## config.mk

```make
export PLATFORM = sky130hd
export DESIGN_NAME = calendar_date_day_arithmetic_flat
export DESIGN_NICKNAME = d
export VERILOG_FILES = /design/src/hdl/cdda_pkg.sv /design/src/hdl/cdda_if.sv /design/src/hdl/cdda_alu.sv /design/src/hdl/calendar_date_day_arithmetic.sv /design/src/flat_wrapper.sv
export SDC_FILE = /design/constraint.sdc
export NUM_CORES = 1
export LEC_CHECK = 0
export BUFFER_PORTS_ARGS = -buffer_cell sky130_fd_sc_hd__buf_2
export CAP_MARGIN = 10
export CORE_ASPECT_RATIO = 0.75
export CORE_MARGIN = 3
export CORE_UTILIZATION = 57
export DETAILED_ROUTE_END_ITERATION = 10
export PLACE_DENSITY = 0.79
export SKIP_CTS_REPAIR_TIMING = 1
export SYNTH_ARGS = -nofsm -noshare
export SYNTH_HDL_FRONTEND = slang
export SYNTH_SLANG_ARGS = --single-unit
```

## constraint.sdc

```tcl
create_clock -name clk -period 5.57 [get_ports clk]
set_input_delay 0.2785 -clock clk [delete_from_list [all_inputs] [get_ports clk]]
set_output_delay 0.2785 -clock clk [all_outputs]
set_load 0.01 [all_outputs]
```

## src/hdl/cdda_pkg.sv

```systemverilog
// ----------------------------------------------------------------------------
// cdda_pkg
// Shared types, constants and calendar helper functions for the date
// day-arithmetic block.
// ----------------------------------------------------------------------------
`default_nettype none

package cdda_pkg;

	// first year of the supported range, day 0 is its first of January
	localparam logic [11:0] FIRST_YEAR = 12'd1970;
	// residue of (day 0 + 4) mod 7, 1970-01-01 was a Thursday
	localparam logic [2:0]  EPOCH_WD   = 3'd4;
	localparam logic [3:0]  LAST_MONTH = 4'd12;
	localparam logic [8:0]  YEAR_DAYS  = 9'd365;
	localparam logic [8:0]  LEAP_DAYS  = 9'd366;
	localparam int          ACC_W      = 18;

	typedef logic [ACC_W-1:0] acc_t;

	typedef enum logic [3:0] {
		ST_IDLE,
		ST_YEAR_FWD,
		ST_MONTH_FWD,
		ST_DAY,
		ST_OFFSET,
		ST_RANGE,
		ST_YEAR_BACK,
		ST_MONTH_BACK,
		ST_DONE
	} state_t;

	// operation request to the shared adder
	typedef struct packed {
		logic sub;
		acc_t operand;
	} alu_req_t;

	// result of the shared adder
	typedef struct packed {
		logic neg;
		acc_t sum;
	} alu_rsp_t;

	// within 1970..2099 divisibility by 4 alone decides a leap year
	function automatic logic is_leap(input logic [11:0] year);
		return (year[1:0] == 2'b00);
	endfunction

	// length of a month, months outside 1..12 read as 31
	function automatic logic [4:0] month_len(input logic [3:0] month, input logic leap);
		logic [4:0] len;
		len = 5'd31;
		if (month == 4'd2) begin
			len = leap ? 5'd29 : 5'd28;
		end else if (month inside {4'd4, 4'd6, 4'd9, 4'd11}) begin
			len = 5'd30;
		end
		return len;
	endfunction

	// 5-bit value modulo 7 by compare-and-subtract
	function automatic logic [2:0] mod7(input logic [4:0] v);
		logic [4:0] r;
		r = v;
		if (r >= 5'd28) begin
			r = r - 5'd28;
		end else if (r >= 5'd21) begin
			r = r - 5'd21;
		end else if (r >= 5'd14) begin
			r = r - 5'd14;
		end else if (r >= 5'd7) begin
			r = r - 5'd7;
		end
		return r[2:0];
	endfunction

	// add two weekday residues modulo 7
	function automatic logic [2:0] wd_add(input logic [2:0] a, input logic [2:0] b);
		logic [3:0] s;
		s = {1'b0, a} + {1'b0, b};
		if (s >= 4'd7) begin
			s = s - 4'd7;
		end
		return s[2:0];
	endfunction

	// day count from the first year to the first of January of a year,
	// evaluated at elaboration only
	function automatic int unsigned days_before_year(input int unsigned year);
		int unsigned total;
		int unsigned i;
		total = 0;
		for (i = 32'(FIRST_YEAR); i < year; i++) begin
			total += is_leap(12'(i)) ? 32'(LEAP_DAYS) : 32'(YEAR_DAYS);
		end
		return total;
	endfunction

endpackage

`default_nettype wire

```

## src/hdl/cdda_if.sv

```systemverilog
// ----------------------------------------------------------------------------
// cdda_if
// Valid/ready channel interfaces for the date request and its result.
// ----------------------------------------------------------------------------
`default_nettype none

interface cdda_req_if;
	logic        valid;
	logic        ready;
	logic [5:0]  in_day;
	logic [3:0]  in_month;
	logic [11:0] in_year;
	logic signed [15:0] day_offset;

	modport source (output valid, in_day, in_month, in_year, day_offset, input ready);
	modport sink   (input valid, in_day, in_month, in_year, day_offset, output ready);
endinterface

interface cdda_rsp_if;
	logic        valid;
	logic        ready;
	logic        date_valid;
	logic [14:0] days_since_epoch;
	logic [2:0]  weekday;
	logic        shift_in_range;
	logic [4:0]  out_day;
	logic [3:0]  out_month;
	logic [11:0] out_year;

	modport source (output valid, date_valid, days_since_epoch, weekday, shift_in_range,
		out_day, out_month, out_year, input ready);
	modport sink   (input valid, date_valid, days_since_epoch, weekday, shift_in_range,
		out_day, out_month, out_year, output ready);
endinterface

`default_nettype wire

```

## src/hdl/cdda_alu.sv

```systemverilog
// ----------------------------------------------------------------------------
// cdda_alu
// Shared add/subtract unit for the day count accumulator.
// ----------------------------------------------------------------------------
`default_nettype none

module cdda_alu (
	input  wire cdda_pkg::acc_t     acc,
	input  wire cdda_pkg::alu_req_t req,
	output cdda_pkg::alu_rsp_t      rsp
);

	cdda_pkg::acc_t sum;

	// two's complement add, subtract by inverted operand and carry in
	assign sum     = acc + (req.sub ? ~req.operand : req.operand)
		+ cdda_pkg::acc_t'(req.sub);
	assign rsp.sum = sum;
	assign rsp.neg = sum[cdda_pkg::ACC_W-1];

endmodule

`default_nettype wire

```

## src/hdl/calendar_date_day_arithmetic.sv

```systemverilog
// ----------------------------------------------------------------------------
// calendar_date_day_arithmetic
// Gregorian date check, day count since 1970-01-01, weekday and date shift.
// ----------------------------------------------------------------------------
// One request is processed at a time by a small sequencer around a single
// add/subtract unit. A valid date walks forward year by year and month by
// month, adds the day and the offset and checks the shifted count. If the
// shifted date is in range, a year walk and a month walk convert it back.
// The done state hands over the result and the idle state takes the next
// request. The year walks move one year per cycle on the shared adder. An
// invalid date goes straight to the done state, a shift out of range right
// after the forward walk. A finished result waits in the output register
// while the next request is already taken. No memories.
`default_nettype none

module calendar_date_day_arithmetic #(
	parameter int unsigned LAST_YEAR = 2050
) (
	input  wire  clk,
	input  wire  arst_n,
	cdda_req_if.sink   req,
	cdda_rsp_if.source rsp
);

	localparam int unsigned  LIMIT_INT = cdda_pkg::days_before_year(LAST_YEAR + 1);
	localparam cdda_pkg::acc_t LIMIT   = cdda_pkg::acc_t'(LIMIT_INT);
	localparam logic [11:0]  YEAR_MAX  = 12'(LAST_YEAR);

	cdda_pkg::state_t state_q, state_d;

	// request capture
	logic [5:0]  d_q;
	logic [3:0]  m_q;
	logic [11:0] y_q;
	logic [15:0] off_q;
	logic        valid_q;
	logic        in_range_q;

	// walk registers
	cdda_pkg::acc_t acc_q;
	logic [15:0] days_q;
	logic [2:0]  wd_q;
	logic [11:0] yi_q;
	logic [3:0]  mi_q;

	// output register
	logic        out_valid_q;
	logic        o_date_valid_q;
	logic [14:0] o_days_q;
	logic [2:0]  o_weekday_q;
	logic        o_shift_q;
	logic [4:0]  o_day_q;
	logic [3:0]  o_month_q;
	logic [11:0] o_year_q;

	logic req_fire;
	logic out_free;
	logic in_valid;
	logic leap_i;
	logic [8:0] ylen_i;
	logic [4:0] mlen_i;
	logic [4:0] dm1;
	logic       acc_in_range;
	cdda_pkg::alu_req_t alu_req;
	cdda_pkg::alu_rsp_t alu_rsp;

	assign req_fire = req.valid && req.ready;
	assign out_free = !out_valid_q || rsp.ready;
	assign req.ready = (state_q == cdda_pkg::ST_IDLE);

	// input date check
	assign in_valid = (req.in_year >= cdda_pkg::FIRST_YEAR) && (req.in_year <= YEAR_MAX)
		&& (req.in_month >= 4'd1) && (req.in_month <= cdda_pkg::LAST_MONTH)
		&& (req.in_day >= 6'd1)
		&& (req.in_day <= {1'b0, cdda_pkg::month_len(req.in_month,
			cdda_pkg::is_leap(req.in_year))});

	// lengths of the year and month under the walk pointers
	assign leap_i = cdda_pkg::is_leap(yi_q);
	assign ylen_i = leap_i ? cdda_pkg::LEAP_DAYS : cdda_pkg::YEAR_DAYS;
	assign mlen_i = cdda_pkg::month_len(mi_q, leap_i);
	assign dm1    = d_q[4:0] - 5'd1;
	assign acc_in_range = !acc_q[cdda_pkg::ACC_W-1] && (acc_q < LIMIT);

	cdda_alu u_alu (
		.acc (acc_q),
		.req (alu_req),
		.rsp (alu_rsp)
	);

	// next state
	always_comb begin
		state_d = state_q;
		case (state_q)
			cdda_pkg::ST_IDLE: begin
				if (req_fire) begin
					state_d = in_valid ? cdda_pkg::ST_YEAR_FWD : cdda_pkg::ST_DONE;
				end
			end
			cdda_pkg::ST_YEAR_FWD: begin
				if (yi_q == y_q) begin
					state_d = cdda_pkg::ST_MONTH_FWD;
				end
			end
			cdda_pkg::ST_MONTH_FWD: begin
				if (mi_q == m_q) begin
					state_d = cdda_pkg::ST_DAY;
				end
			end
			cdda_pkg::ST_DAY:    state_d = cdda_pkg::ST_OFFSET;
			cdda_pkg::ST_OFFSET: state_d = cdda_pkg::ST_RANGE;
			cdda_pkg::ST_RANGE: begin
				state_d = acc_in_range ? cdda_pkg::ST_YEAR_BACK : cdda_pkg::ST_DONE;
			end
			cdda_pkg::ST_YEAR_BACK: begin
				if (alu_rsp.neg) begin
					state_d = cdda_pkg::ST_MONTH_BACK;
				end
			end
			cdda_pkg::ST_MONTH_BACK: begin
				if (mi_q == cdda_pkg::LAST_MONTH || alu_rsp.neg) begin
					state_d = cdda_pkg::ST_DONE;
				end
			end
			cdda_pkg::ST_DONE: begin
				if (out_free) begin
					state_d = cdda_pkg::ST_IDLE;
				end
			end
			default: state_d = cdda_pkg::ST_IDLE;
		endcase
	end

	// shared adder operand select
	always_comb begin
		alu_req.sub     = 1'b0;
		alu_req.operand = '0;
		case (state_q)
			cdda_pkg::ST_YEAR_FWD:   alu_req.operand = cdda_pkg::acc_t'(ylen_i);
			cdda_pkg::ST_MONTH_FWD:  alu_req.operand = cdda_pkg::acc_t'(mlen_i);
			cdda_pkg::ST_DAY:        alu_req.operand = cdda_pkg::acc_t'(dm1);
			cdda_pkg::ST_OFFSET: begin
				alu_req.operand = {{(cdda_pkg::ACC_W-16){off_q[15]}}, off_q};
			end
			cdda_pkg::ST_YEAR_BACK: begin
				alu_req.sub     = 1'b1;
				alu_req.operand = cdda_pkg::acc_t'(ylen_i);
			end
			cdda_pkg::ST_MONTH_BACK: begin
				alu_req.sub     = 1'b1;
				alu_req.operand = cdda_pkg::acc_t'(mlen_i);
			end
			default: begin
				alu_req.sub     = 1'b0;
				alu_req.operand = '0;
			end
		endcase
	end

	// sequencer state
	always_ff @(posedge clk or negedge arst_n) begin
		if (!arst_n) begin
			state_q <= cdda_pkg::ST_IDLE;
		end else begin
			state_q <= state_d;
		end
	end

	// request capture and walk datapath
	always_ff @(posedge clk) begin
		case (state_q)
			cdda_pkg::ST_IDLE: begin
				if (req_fire) begin
					d_q        <= req.in_day;
					m_q        <= req.in_month;
					y_q        <= req.in_year;
					off_q      <= req.day_offset;
					valid_q    <= in_valid;
					in_range_q <= 1'b0;
					acc_q      <= '0;
					wd_q       <= cdda_pkg::EPOCH_WD;
					yi_q       <= cdda_pkg::FIRST_YEAR;
					mi_q       <= 4'd1;
				end
			end
			cdda_pkg::ST_YEAR_FWD: begin
				if (yi_q != y_q) begin
					acc_q <= alu_rsp.sum;
					wd_q  <= cdda_pkg::wd_add(wd_q, leap_i ? 3'd2 : 3'd1);
					yi_q  <= yi_q + 12'd1;
				end
			end
			cdda_pkg::ST_MONTH_FWD: begin
				if (mi_q != m_q) begin
					acc_q <= alu_rsp.sum;
					wd_q  <= cdda_pkg::wd_add(wd_q, cdda_pkg::mod7(mlen_i));
					mi_q  <= mi_q + 4'd1;
				end
			end
			cdda_pkg::ST_DAY: begin
				acc_q <= alu_rsp.sum;
				wd_q  <= cdda_pkg::wd_add(wd_q, cdda_pkg::mod7(dm1));
			end
			cdda_pkg::ST_OFFSET: begin
				days_q <= acc_q[15:0];
				acc_q  <= alu_rsp.sum;
			end
			cdda_pkg::ST_RANGE: begin
				in_range_q <= acc_in_range;
				yi_q       <= cdda_pkg::FIRST_YEAR;
				mi_q       <= 4'd1;
			end
			cdda_pkg::ST_YEAR_BACK: begin
				if (!alu_rsp.neg) begin
					acc_q <= alu_rsp.sum;
					yi_q  <= yi_q + 12'd1;
				end
			end
			cdda_pkg::ST_MONTH_BACK: begin
				if (mi_q != cdda_pkg::LAST_MONTH && !alu_rsp.neg) begin
					acc_q <= alu_rsp.sum;
					mi_q  <= mi_q + 4'd1;
				end
			end
			default: begin
			end
		endcase
	end

	// output register valid
	always_ff @(posedge clk or negedge arst_n) begin
		if (!arst_n) begin
			out_valid_q <= 1'b0;
		end else if (state_q == cdda_pkg::ST_DONE && out_free) begin
			out_valid_q <= 1'b1;
		end else if (rsp.ready) begin
			out_valid_q <= 1'b0;
		end
	end

	// result payload
	always_ff @(posedge clk) begin
		if (state_q == cdda_pkg::ST_DONE && out_free) begin
			o_date_valid_q <= valid_q;
			o_shift_q      <= in_range_q;
			if (!valid_q) begin
				o_days_q    <= '0;
				o_weekday_q <= '0;
				o_day_q     <= '0;
				o_month_q   <= '0;
				o_year_q    <= '0;
			end else begin
				o_days_q    <= days_q[14:0];
				o_weekday_q <= (wd_q == 3'd0) ? 3'd7 : wd_q;
				if (in_range_q) begin
					o_day_q   <= acc_q[4:0] + 5'd1;
					o_month_q <= mi_q;
					o_year_q  <= yi_q;
				end else begin
					o_day_q   <= d_q[4:0];
					o_month_q <= m_q;
					o_year_q  <= y_q;
				end
			end
		end
	end

	assign rsp.valid            = out_valid_q;
	assign rsp.date_valid       = o_date_valid_q;
	assign rsp.days_since_epoch = o_days_q;
	assign rsp.weekday          = o_weekday_q;
	assign rsp.shift_in_range   = o_shift_q;
	assign rsp.out_day          = o_day_q;
	assign rsp.out_month        = o_month_q;
	assign rsp.out_year         = o_year_q;

endmodule

`default_nettype wire

```

## src/flat_wrapper.sv

```systemverilog
// flat-port wrapper written by rule: the top's interface ports become plain ports
module calendar_date_day_arithmetic_flat 
#(
	parameter int unsigned LAST_YEAR = 2050
)
  (clk, arst_n, req_valid, req_in_day, req_in_month, req_in_year, req_day_offset, req_ready, rsp_valid, rsp_date_valid, rsp_days_since_epoch, rsp_weekday, rsp_shift_in_range, rsp_out_day, rsp_out_month, rsp_out_year, rsp_ready);
  cdda_req_if req_i ();
  cdda_rsp_if rsp_i ();
  input  wire clk;
  input  wire arst_n;
  input wire logic [$bits(req_i.valid)-1:0] req_valid;
  input wire logic [$bits(req_i.in_day)-1:0] req_in_day;
  input wire logic [$bits(req_i.in_month)-1:0] req_in_month;
  input wire logic [$bits(req_i.in_year)-1:0] req_in_year;
  input wire logic [$bits(req_i.day_offset)-1:0] req_day_offset;
  output wire logic [$bits(req_i.ready)-1:0] req_ready;
  output wire logic [$bits(rsp_i.valid)-1:0] rsp_valid;
  output wire logic [$bits(rsp_i.date_valid)-1:0] rsp_date_valid;
  output wire logic [$bits(rsp_i.days_since_epoch)-1:0] rsp_days_since_epoch;
  output wire logic [$bits(rsp_i.weekday)-1:0] rsp_weekday;
  output wire logic [$bits(rsp_i.shift_in_range)-1:0] rsp_shift_in_range;
  output wire logic [$bits(rsp_i.out_day)-1:0] rsp_out_day;
  output wire logic [$bits(rsp_i.out_month)-1:0] rsp_out_month;
  output wire logic [$bits(rsp_i.out_year)-1:0] rsp_out_year;
  input wire logic [$bits(rsp_i.ready)-1:0] rsp_ready;
  assign req_i.valid = req_valid;
  assign req_i.in_day = req_in_day;
  assign req_i.in_month = req_in_month;
  assign req_i.in_year = req_in_year;
  assign req_i.day_offset = req_day_offset;
  assign req_ready = req_i.ready;
  assign rsp_valid = rsp_i.valid;
  assign rsp_date_valid = rsp_i.date_valid;
  assign rsp_days_since_epoch = rsp_i.days_since_epoch;
  assign rsp_weekday = rsp_i.weekday;
  assign rsp_shift_in_range = rsp_i.shift_in_range;
  assign rsp_out_day = rsp_i.out_day;
  assign rsp_out_month = rsp_i.out_month;
  assign rsp_out_year = rsp_i.out_year;
  assign rsp_i.ready = rsp_ready;
  calendar_date_day_arithmetic #(.LAST_YEAR(LAST_YEAR)) u_core (.clk(clk), .arst_n(arst_n), .req(req_i), .rsp(rsp_i));
endmodule
```

**After elaboration in Yosys (flattened, before gate mapping)**

Index checks and enable logic that the tools add are counted.

- Register bits: 137
- Bits of input ports: 42
- Output and inout port bits: 43
- Logic and storage cells: 190

- Add/sub/neg operators: 20
- Magnitude comparators: 18
- Eq/ne operators: 34
- Multiplexer cells: 60
- Bitwise gates (word level): 1
- Reductions and logical operators: 37

Operator list:

| operator | count |
|---|---|
| $mux W18 | 6 |
| $pmux W18 S6 | 1 |
| $pmux W18 S4 | 1 |
| $mux W3 | 18 |
| $mux W12 | 4 |
| $mux W4 | 12 |
| $pmux W12 S4 | 1 |
| $pmux W4 S9 | 1 |
| $sub A3 B3 Y3 const B | 11 |
| $eq A4 B3 Y1 const B | 8 |
| $eq A4 B4 Y1 const B | 6 |
| $ge A5 B5 Y1 const B | 4 |
| $reduce_bool A4 Y1 | 5 |
| $add A18 B1 Y18 | 1 |
| $add A18 B18 Y18 | 1 |
| $lt A18 B15 Y1 const B | 1 |
| $not A18 Y18 | 1 |
| $eq A4 B2 Y1 const B | 4 |
| $pmux W4 S4 | 1 |
| $ne A2 B1 Y1 const B | 7 |
| $add A12 B1 Y12 const B | 1 |
| $eq A12 B12 Y1 | 1 |
| $ge A12 B11 Y1 const B | 1 |
| $ge A4 B3 Y1 const B | 3 |
| other kinds (35) | 70 |

**Longest topological paths before layout**

Gate-level depths: netlist of the first run.

- Depth after elaboration: 16
- Depth in mapped cells: 21
- Mapped depth without buffers: 20

**Hierarchy**

From an unflattened synthesis of the first run, not the netlist that was laid out.

- Cells, all modules: 727
- Area, all modules: 8177.8 µm²

By module, submodules not included:

| module | instances | cells each | area each (µm²) | seq. area each (µm²) |
|---|---|---|---|---|
| calendar_date_day_arithmetic | 1 | 594 | 7153.1 | 4088.9 |
| cdda_alu | 1 | 133 | 1024.7 | 0.0 |

**Worst setup path before layout of the first run**

No wires, ideal clock.

- Path type: register to register
- Start point: reg u_core.mi_q[0]
- End point: reg u_core.yi_q[0] (enable)
- Setup time: 402 ps
- Arrival time: 4080 ps
- Required time: 5168 ps
- Setup slack: 1089 ps
- Cell stages (with the launch flop): 19
- Buffers on the path: 1
- Clock period less this slack: 4481 ps
- Cell sequence: edfxtp_1 > inv_1 > ha_1 > or3b_4 > inv_1 > nand2_1 > o21ai_0 > o21ai_0 > a222oi_1 > nor3_1 > a21o_1 > ha_1 > a21oi_1 > o21ai_0 > or4_1 > nor2b_4 > buf_6 > xor2_2 > o32ai_1

- Longest elaborated chain between the ends: 11
- Elaborated cells between the ends (all ways): 15
- Classes of those cells: add/sub: 2; eq/ne: 6; mux: 4; bitwise: 1; reduce/logical: 2

RTL lines:

| item | RTL line | text |
|---|---|---|
| start: declaration | calendar_date_day_arithmetic.sv:44 | `logic [3:0] mi_q;` |
| start signal: assignment | calendar_date_day_arithmetic.sv:197 | `mi_q <= mi_q + 4'd1;` |
| start signal: assignment | calendar_date_day_arithmetic.sv:222 | `mi_q <= mi_q + 4'd1;` |
| $eq A4 B3 Y1 / $eq A4 B4 Y1 (equally long branches) | cdda_pkg.sv:56 | `end else if (month inside {4'd4, 4'd6, 4'd9, 4'd11}) begin` |
| $reduce_bool A4 Y1 | cdda_pkg.sv:56 |  |
| $mux W1 | cdda_pkg.sv:56 |  |
| $mux W2 * | cdda_pkg.sv:54 | `if (month == 4'd2) begin` |
| $pmux W18 S4 * | calendar_date_day_arithmetic.sv:138 | `case (state_q)` |
| $not A18 Y18 | cdda_alu.sv:16 | `assign sum = acc + (req.sub ? ~req.operand : req.operand)` |
| $mux W18 * | cdda_alu.sv:16 |  |
| $add A18 B18 Y18 * | cdda_alu.sv:16 |  |
| $add A18 B1 Y18 * | cdda_alu.sv:17 | `+ cdda_pkg::acc_t'(req.sub);` |
| $ne A2 B2 Y1 (no source line) * | -- |  |
| $reduce_and A4 Y1 (no source line) * | -- |  |
| end signal: assignment | calendar_date_day_arithmetic.sv:182 | `yi_q <= cdda_pkg::FIRST_YEAR;` |
| end signal: assignment | calendar_date_day_arithmetic.sv:190 | `yi_q <= yi_q + 12'd1;` |
| end signal: assignment | calendar_date_day_arithmetic.sv:210 | `yi_q <= cdda_pkg::FIRST_YEAR;` |
| end: declaration | calendar_date_day_arithmetic.sv:43 | `logic [11:0] yi_q;` |

Mark *: on every way between the ends. The rest lies on a longest branch, timed or not.
A chain may end at the register's enable or synchronous reset.

**Worst setup path in the final report of the first run**

- Start point: reg u_core.d_q[0]
- End point: reg u_core.wd_q[2], data pin

- Longest elaborated chain between the ends: 11
- Elaborated cells between the ends (all ways): 19
- Classes of those cells: add/sub: 7; order compare: 5; mux: 7

RTL lines:

| item | RTL line | text |
|---|---|---|
| start: declaration | calendar_date_day_arithmetic.sv:32 | `logic [5:0] d_q;` |
| start signal: assignment | calendar_date_day_arithmetic.sv:174 | `d_q <= req.in_day;` |
| $sub A5 B1 Y5 * | calendar_date_day_arithmetic.sv:82 | `assign dm1 = d_q[4:0] - 5'd1;` |
| $ge A5 B3 Y1 / $sub A3 B3 Y3 (equally long branches) | cdda_pkg.sv:72, cdda_pkg.sv:73 |  |
| $mux W3 | cdda_pkg.sv:72 | `end else if (r >= 5'd7) begin` |
| $mux W3 | cdda_pkg.sv:70 | `end else if (r >= 5'd14) begin` |
| $mux W3 | cdda_pkg.sv:68 | `end else if (r >= 5'd21) begin` |
| $mux W3 * | cdda_pkg.sv:66 | `if (r >= 5'd28) begin` |
| $mux W3 * | calendar_date_day_arithmetic.sv:171 | `case (state_q)` |
| $add A3 B3 Y4 * | cdda_pkg.sv:81 | `s = {1'b0, a} + {1'b0, b};` |
| $ge A4 B3 Y1 / $sub A3 B3 Y3 (equally long branches) | cdda_pkg.sv:82, cdda_pkg.sv:83 |  |
| $mux W3 * | cdda_pkg.sv:82 | `if (s >= 4'd7) begin` |
| $pmux W3 S4 * | calendar_date_day_arithmetic.sv:171 |  |
| end signal: assignment | calendar_date_day_arithmetic.sv:181 | `wd_q <= cdda_pkg::EPOCH_WD;` |
| end signal: assignment | calendar_date_day_arithmetic.sv:189 | `wd_q <= cdda_pkg::wd_add(wd_q, leap_i ? 3'd2 : 3'd1);` |
| end signal: assignment | calendar_date_day_arithmetic.sv:196 | `wd_q <= cdda_pkg::wd_add(wd_q, cdda_pkg::mod7(mlen_i));` |
| end: declaration | calendar_date_day_arithmetic.sv:42 | `logic [2:0] wd_q;` |

Mark *: on every way between the ends. The rest lies on a longest branch, timed or not. The select of a mux whose other input is x is not followed.

==> run metrics, run 1 <==
DR iter-0 viols=about 700; drt total wl=~19000 µm; Synth area leader=edfxtp_1; Fmax=about 210 MHz; initial antenna violation count=1; max-slew violation count=0; CTS tree=done; relative max-transition margin=between 10% and 20%; post-route minimum period=4.861 ns; Avg Synthesized Cell Area=approximately 11 µm²; crit end category=register; Ys Warns=0; FFs w/ async S/R, synth=3.650%; fillcell total=around 990; crit share post-route=87.28%; Fin Setup TNS=0 ns; first-pass iteration count of the detailed router=5; Endpoint, Worst Hold=u_core.off_q[10]; Placed Cells=just under 1000; Total GRT Usage=25.85%; capture point of the worst reg-to-reg path=u_core.wd_q[2]; pin count of the biggest net entering global routing=42; Mapped Cells=roughly 730; final instance area=9179 µm²; clock-pin slew on the worst setup and hold paths=roughly 0.06 ns; DR vias/cell=roughly 6.0; Main synth FF type=edfxtp_1; Util after Layout=between 60% and 70%; Vias=~6000; ANT cells=0; EDFF count, synth=between 100 and 150; Core Region=13330 µm²; number of max-cap violations=0; CP Class=reg2reg; top post-synthesis cells by area=edfxtp_1, ha_1, nand2_1; first-pass GRT wire length=approximately 31000 µm; Commonest cells post-synth=edfxtp_1, nand2_1, nor2_1, ha_1, a21oi_1; Lkg Pwr=3.698 nW; count leader, synth=edfxtp_1; GRT overflow=0; hold path cells=1; wire per inst=approximately 19 µm; unrepaired setup endpoints after global routing=no; FF-to-FF setup slack=roughly 0.7 ns; Layout Area Growth over Synthesis=15.07%; worst setup path start=u_core.d_q[0]; Die H=~110 µm; Clock Latency Late Sink=around 0.42 ns; Mapped Nets=between 800 and 900; # DRC=0; Tightest Hold Check Type=in2reg; sequential-to-total area share from yosys stat=between 50% and 60%; antenna-violating nets left=0; gp weighted congestion=~0.89; Non-Filler Instances=~1000; CP Launch Type=register; Most common cell on crit path=ha_1; share of layout cells above drive strength 1=17.57%; Tightest Pin Transition=between 1 and 1.5 ns; clk_skew=0.006421 ns; WP data arrival=5.02 ns; pwr dens=around 480 nW/µm²; worst r2r src=u_core.d_q[0]; Netlist cell types=between 70 and 80; status=finished clean; CTS Sinks=about 140; CTS Buffer Depth=2; Critical Path RT=roughly 5.7 ns; Initial Util=roughly three fifths; H-tree depth=4; Slowest-stage cell, CP=edfxtp_1; flops & latches, synth=roughly 140; worst-path cell chain=inv_1 > ha_1 > xor2_1 > ha_1 > a21oi_1 > o21ai_0 > a21o_1 > a21oi_1 > xnor2_1 > ha_1 > inv_1 > fa_1 > inv_1 > ha_1 > o21ai_0 > a31oi_1 > nor3_1 > or4_1; Root Driver=clkbuf_16; Die Wd=between 100 and 150 µm; dpl hpwl=13840 µm; Reg2Reg Depth=18; Layout Nets=~910; VDD IR max=around 310 µV; port bufs=84; hold path start=req_day_offset[10]; slowest cell delay on critical path=just under 0.6 ns; Die ar.=approximately 15000 µm²; Yosys top cell area share=between 40% and 50%; Setup-failing EPs final=0; dpl cell area=around 8600 µm²; CTS buffer count=17; vias in the first global route=about 6000; FP Rows=36; crit path max fanout=10; io pins=between 80 and 90; synthesized area=approximately 8000 µm²; Hold Vio Cnt, Final=0
-- cell usage in the layout, fill, tap and decap left out, types with 10 or more instances in the layout --
cell type / count
a21o_1: 16
a21oi_1: 36
a31oi_1: 10
and2_1: 19
buf_2: 84
buf_4: 13
clkbuf_16: 17
edfxtp_1: 132
ha_1: 42
inv_1: 29
mux2i_1: 19
nand2_1: 69
nand2b_1: 10
nand3_1: 20
nor2_1: 65
nor2b_1: 23
nor3_1: 13
o21ai_0: 32
xnor2_1: 26
xor2_1: 28
-- final cells by class --
class	count	area (µm²)	area share [%]
Sequential cell	137	4089	44.55
Clock buffer	17	425.4	4.635
Inverter	31	116.4	1.268
Tap cell	171	214.0	2.331
Timing Repair Buffer	98	528.0	5.752
Clock inverter	15	165.2	1.799
Multi-Input combinational cell	533	3641	39.67
-- per-stage QoR --
stage	power [mW]	setup WS (ns)	hold WS, ns
6_report	4.363	0.7087	0.02463
3_5_place_dp	3.224	0.8804	0.1040
3_3_place_gp	3.158	0.9752	0.09856
4_1_cts	4.370	0.8522	-0.3548
2_1_floorplan	2.741	1.089	-0.01709
5_1_grt	4.641	0.4198	0.004593
-- sequential cells by signal, summed over array words and instances, names as in the netlist --
signal,flops
u_core.rsp.date_valid,1
u_core.in_range_q,1
u_core.state_q,4
u_core.acc_q,18
u_core.rsp.weekday,3
u_core.rsp.out_month,4
u_core.yi_q,12
u_core.valid_q,1
u_core.off_q,16
u_core.rsp.out_day,5
u_core.d_q,5
u_core.m_q,4
u_core.days_q,15
u_core.wd_q,3
u_core.mi_q,4
u_core.y_q,12
u_core.rsp.out_year,12
u_core.rsp.shift_in_range,1
u_core.rsp.valid,1
u_core.rsp.days_since_epoch,15
-- where the power goes --
group          total (mW)  switching, mW  internal [mW]
sequential           1.78          0.258           1.52
combinational        1.45          0.864          0.590
clock                1.13          0.464          0.669
total                4.36           1.58           2.78
-- critical path, delay by kind of cell, from the launching register on --
| family | cells | cell delay (ns) |
|---|---|---|
| buffers and inverters | 3 | 0.30 |
| AO/OA/AOI/OAI | 6 | 1.04 |
| adder cells (fa/ha/maj) | 5 | 1.43 |
| XOR/XNOR | 2 | 0.71 |
| AND/OR/NAND/NOR | 2 | 0.54 |
| flip-flops | 1 | 0.59 |
-- per-layer routing --
metal / vias to the layer above / track usage [%] / routed length [µm]
li1: 2833 / - / -
met4: 2 / 9.294 / 325
met3: 30 / 7.648 / 1562
met5: - / 0 / 13
met1: 2897 / 36.88 / 8748
met2: 236 / 37.70 / 8169
-- kinds of logic after synthesis --
| logic type | share of synthesized area, % |
|---|---|
| simple gates | 16.94 |
| mux | 2.525 |
| flops | 51.26 |
| fa+ha+maj | 7.592 |
| xor+xnor | 6.337 |
| compound gates | 12.11 |
| buf+inv | 3.231 |
-- worst max path at each step --
stage / end / slack (ns) / cells past startpoint
5_1_grt: u_core.wd_q[1] / 0.42 / 20
4_1_cts: u_core.acc_q[16] / 0.85 / 15
3_3_place_gp: u_core.acc_q[16] / 0.98 / 15
2_1_floorplan: u_core.yi_q[0] / 1.09 / 18
3_5_place_dp: u_core.acc_q[16] / 0.88 / 15
6_report: u_core.wd_q[2] / 0.71 / 18
Note: power is estimated with default switching activity, not from simulation.
==> run 2: changes to the inputs <==
Settings changed: CORE_ASPECT_RATIO 0.75 to 0.7.
==> run metrics, run 2 (synthesis gave the netlist of run 1 again) <==
crit path max fanout=28 (was 10); Layout Area Growth over Synthesis=15.39% (was 15.07%); Setup-failing EPs final=0 (unchanged); Tightest Hold Check Type=in2reg (unchanged); Hold Vio Cnt, Final=0 (unchanged); max FFs per register=18 (unchanged); gp weighted congestion=0.9170 (was 0.8863); WP data arrival=5.11 ns (was 5.02 ns); Die Wd=147.4 µm (was 142.6 µm); Vias=6066 (was 5998); io pins=85 (unchanged); sw frac=36.86% (was 36.32%); Initial Util=59.52% (was 59.83%); FP Rows=35 (was 36); pwr dens=480.2 nW/µm² (was 475.4 nW/µm²); CTS Sinks=137 (unchanged); crit end category=register (unchanged); Clock Latency Late Sink=0.42 ns (about the same); Die H=105.0 µm (was 108.4 µm); wire per inst=19.07 µm (was 18.78 µm); # DRC=0 (unchanged); initial antenna violation count=0 (was 1); port bufs=84 (unchanged); Pwr Total=4.420 mW (was 4.363 mW); DR iter-0 viols=617 (was 701); first-pass GRT wire length=30060 µm (was 30710 µm); Int Pwr=2.791 mW (was 2.778 mW); GRT overflow=0 (unchanged); H-tree depth=4 (unchanged); Fin Setup TNS=0 ns (unchanged); Critical Path RT=5.74 ns (was 5.73 ns); clock-pin slew on the worst setup and hold paths=0.07 ns (was 0.06 ns); worst setup path start=u_core.state_q[2] (was u_core.d_q[0]); DR vias/cell=5.982 (was 5.986); Die ar.=15470 µm² (was 15460 µm²); worst r2r src=u_core.state_q[2] (was u_core.d_q[0]); VDD IR max=408.9 µV (was 306.0 µV); max-slew violation count=0 (unchanged); unrepaired setup endpoints after global routing=no (unchanged); CP Launch Type=register (unchanged); antenna-violating nets left=0 (unchanged); CP Class=reg2reg (unchanged); Layout Nets=904 (was 906); Root Driver=clkbuf_16 (unchanged); Largest Register=u_core.acc_q (unchanged); Total GRT Usage=24.92% (was 25.85%); post-route minimum period=4.946 ns (was 4.861 ns); crit share post-route=88.79% (was 87.28%); Reg power frac=39.7% (was 40.7%); CTS buffer count=17 (unchanged); fillcell total=1007 (was 989); Fmax=202.2 MHz (was 205.7 MHz); Sw Pwr=1.629 mW (was 1.585 mW); vias in the first global route=5830 (was 5918); clk_skew=0.009557 ns (was 0.006421 ns); pin count of the biggest net entering global routing=42 (unchanged); clock power share=26.1% (was 26.0%); status=finished clean (unchanged); CTS Buffer Depth=2 (unchanged); relative max-transition margin=17.70% (was 17.18%); share of layout cells above drive strength 1=17.49% (was 17.57%); dpl hpwl=13790 µm (was 13840 µm); commonest cells after routing, fill and taps aside=edfxtp_1, buf_2, nand2_1, nor2_1, ha_1 (unchanged); Tightest Pin Transition=1.235 ns (was 1.242 ns); first-pass iteration count of the detailed router=5 (unchanged); combinational share of power=34.2% (was 33.3%); Lkg Pwr=3.698 nW (about the same); CTS tree=done (unchanged); drt total wl=19340 µm (was 18820 µm); biggest regs=u_core.acc_q (18), u_core.off_q (16) (unchanged); commonest non-fill, non-tap cell in the layout=edfxtp_1 (unchanged); number of max-cap violations=0 (unchanged); hold path start=req_day_offset[11] (was req_day_offset[10]); Core Region=13400 µm² (was 13330 µm²); ANT cells=0 (unchanged)
[run 2: cell count changes in the layout (fill, tap and decap cells not counted)]
cell / delta
inv_8: +1
buf_4: -3
inv_6: +2
buf_8: +1
clkinv_8: +1
clkinv_4: -3
clkinv_1: -1
[run 2: cell type report]
cell class              instances  area (µm²)  share of cell area [%]
multi-input cells             533        3641                   39.56
clock inverters                15       180.2                   1.958
clock buffers                  17       425.4                   4.622
inverters                      31       116.4                   1.264
repair buffers                 96       520.5                   5.655
well taps                     185       231.5                   2.515
flip-flops and latches        137        4089                   44.43
[run 2: layer usage]
layer  routed length [µm]  GRT usage, %
met1                 8861         35.93
met2                 8288         36.43
met3                 1761         7.369
met4                  429         7.846
met5                    0             0
[run 2: path summary, 6_finish.rpt]
check / endpoint / slack [ns] / depth (start not counted)
hold / removal: u_core.off_q[11] / 0.03 / 1
setup reg to reg: u_core.acc_q[16] / 0.62 / 16
min in group asynchronous: u_core.state_q[3] / 0.20 / 2
hold reg to reg: u_core.days_q[8] / 0.51 / 0
setup / recovery: u_core.acc_q[16] / 0.62 / 16
max in group asynchronous: u_core.state_q[0] / 5.24 / 2
[run 2: critical path: stages, from the launching register on]
cell and delay [ns]:
dfrtp_1 0.92, nand2b_1 0.43, o21a_1 0.21, nor2_1 0.13, a222oi_1 0.51, nor3_1 0.10, a21o_1 0.22, fa_1 0.46
a21o_1 0.19, a211oi_1 0.24, nor2_1 0.12, o41a_1 0.41, nand4_1 0.15, a31oi_1 0.16, a31oi_1 0.24, xor2_1 0.17
nor2_1 0.05
[run 2: metrics by stage]
stage | utilization [%] | setup slack (ns) | hold slack, ns | cell area, µm² | cells
6_report | 68.68 | 0.6244 | 0.03038 | 9204 | 1014
5_1_grt | 68.68 | 0.3899 | 0.01576 | 9204 | 1014
4_1_cts | 68.50 | 0.7935 | -0.3480 | 9179 | 1012
3_5_place_dp | 63.98 | 0.8165 | 0.09840 | 8573 | 980
3_3_place_gp | 63.98 | 0.9737 | 0.09912 | 8573 | 980
2_1_floorplan | - | 1.089 | -0.01709 | 7976 | 728
[run 2: power by group through the flow]
| stage | clock (mW) | sequential [mW] | combinational, mW |
|---|---|---|---|
| 2_1_floorplan | 0 | 1.74 | 1.00 |
| 3_3_place_gp | 0 | 1.76 | 1.40 |
| 3_5_place_dp | 0 | 1.78 | 1.47 |
| 4_1_cts | 1.16 | 1.76 | 1.49 |
| 5_1_grt | 1.21 | 1.79 | 1.65 |
| 6_report | 1.15 | 1.76 | 1.51 |
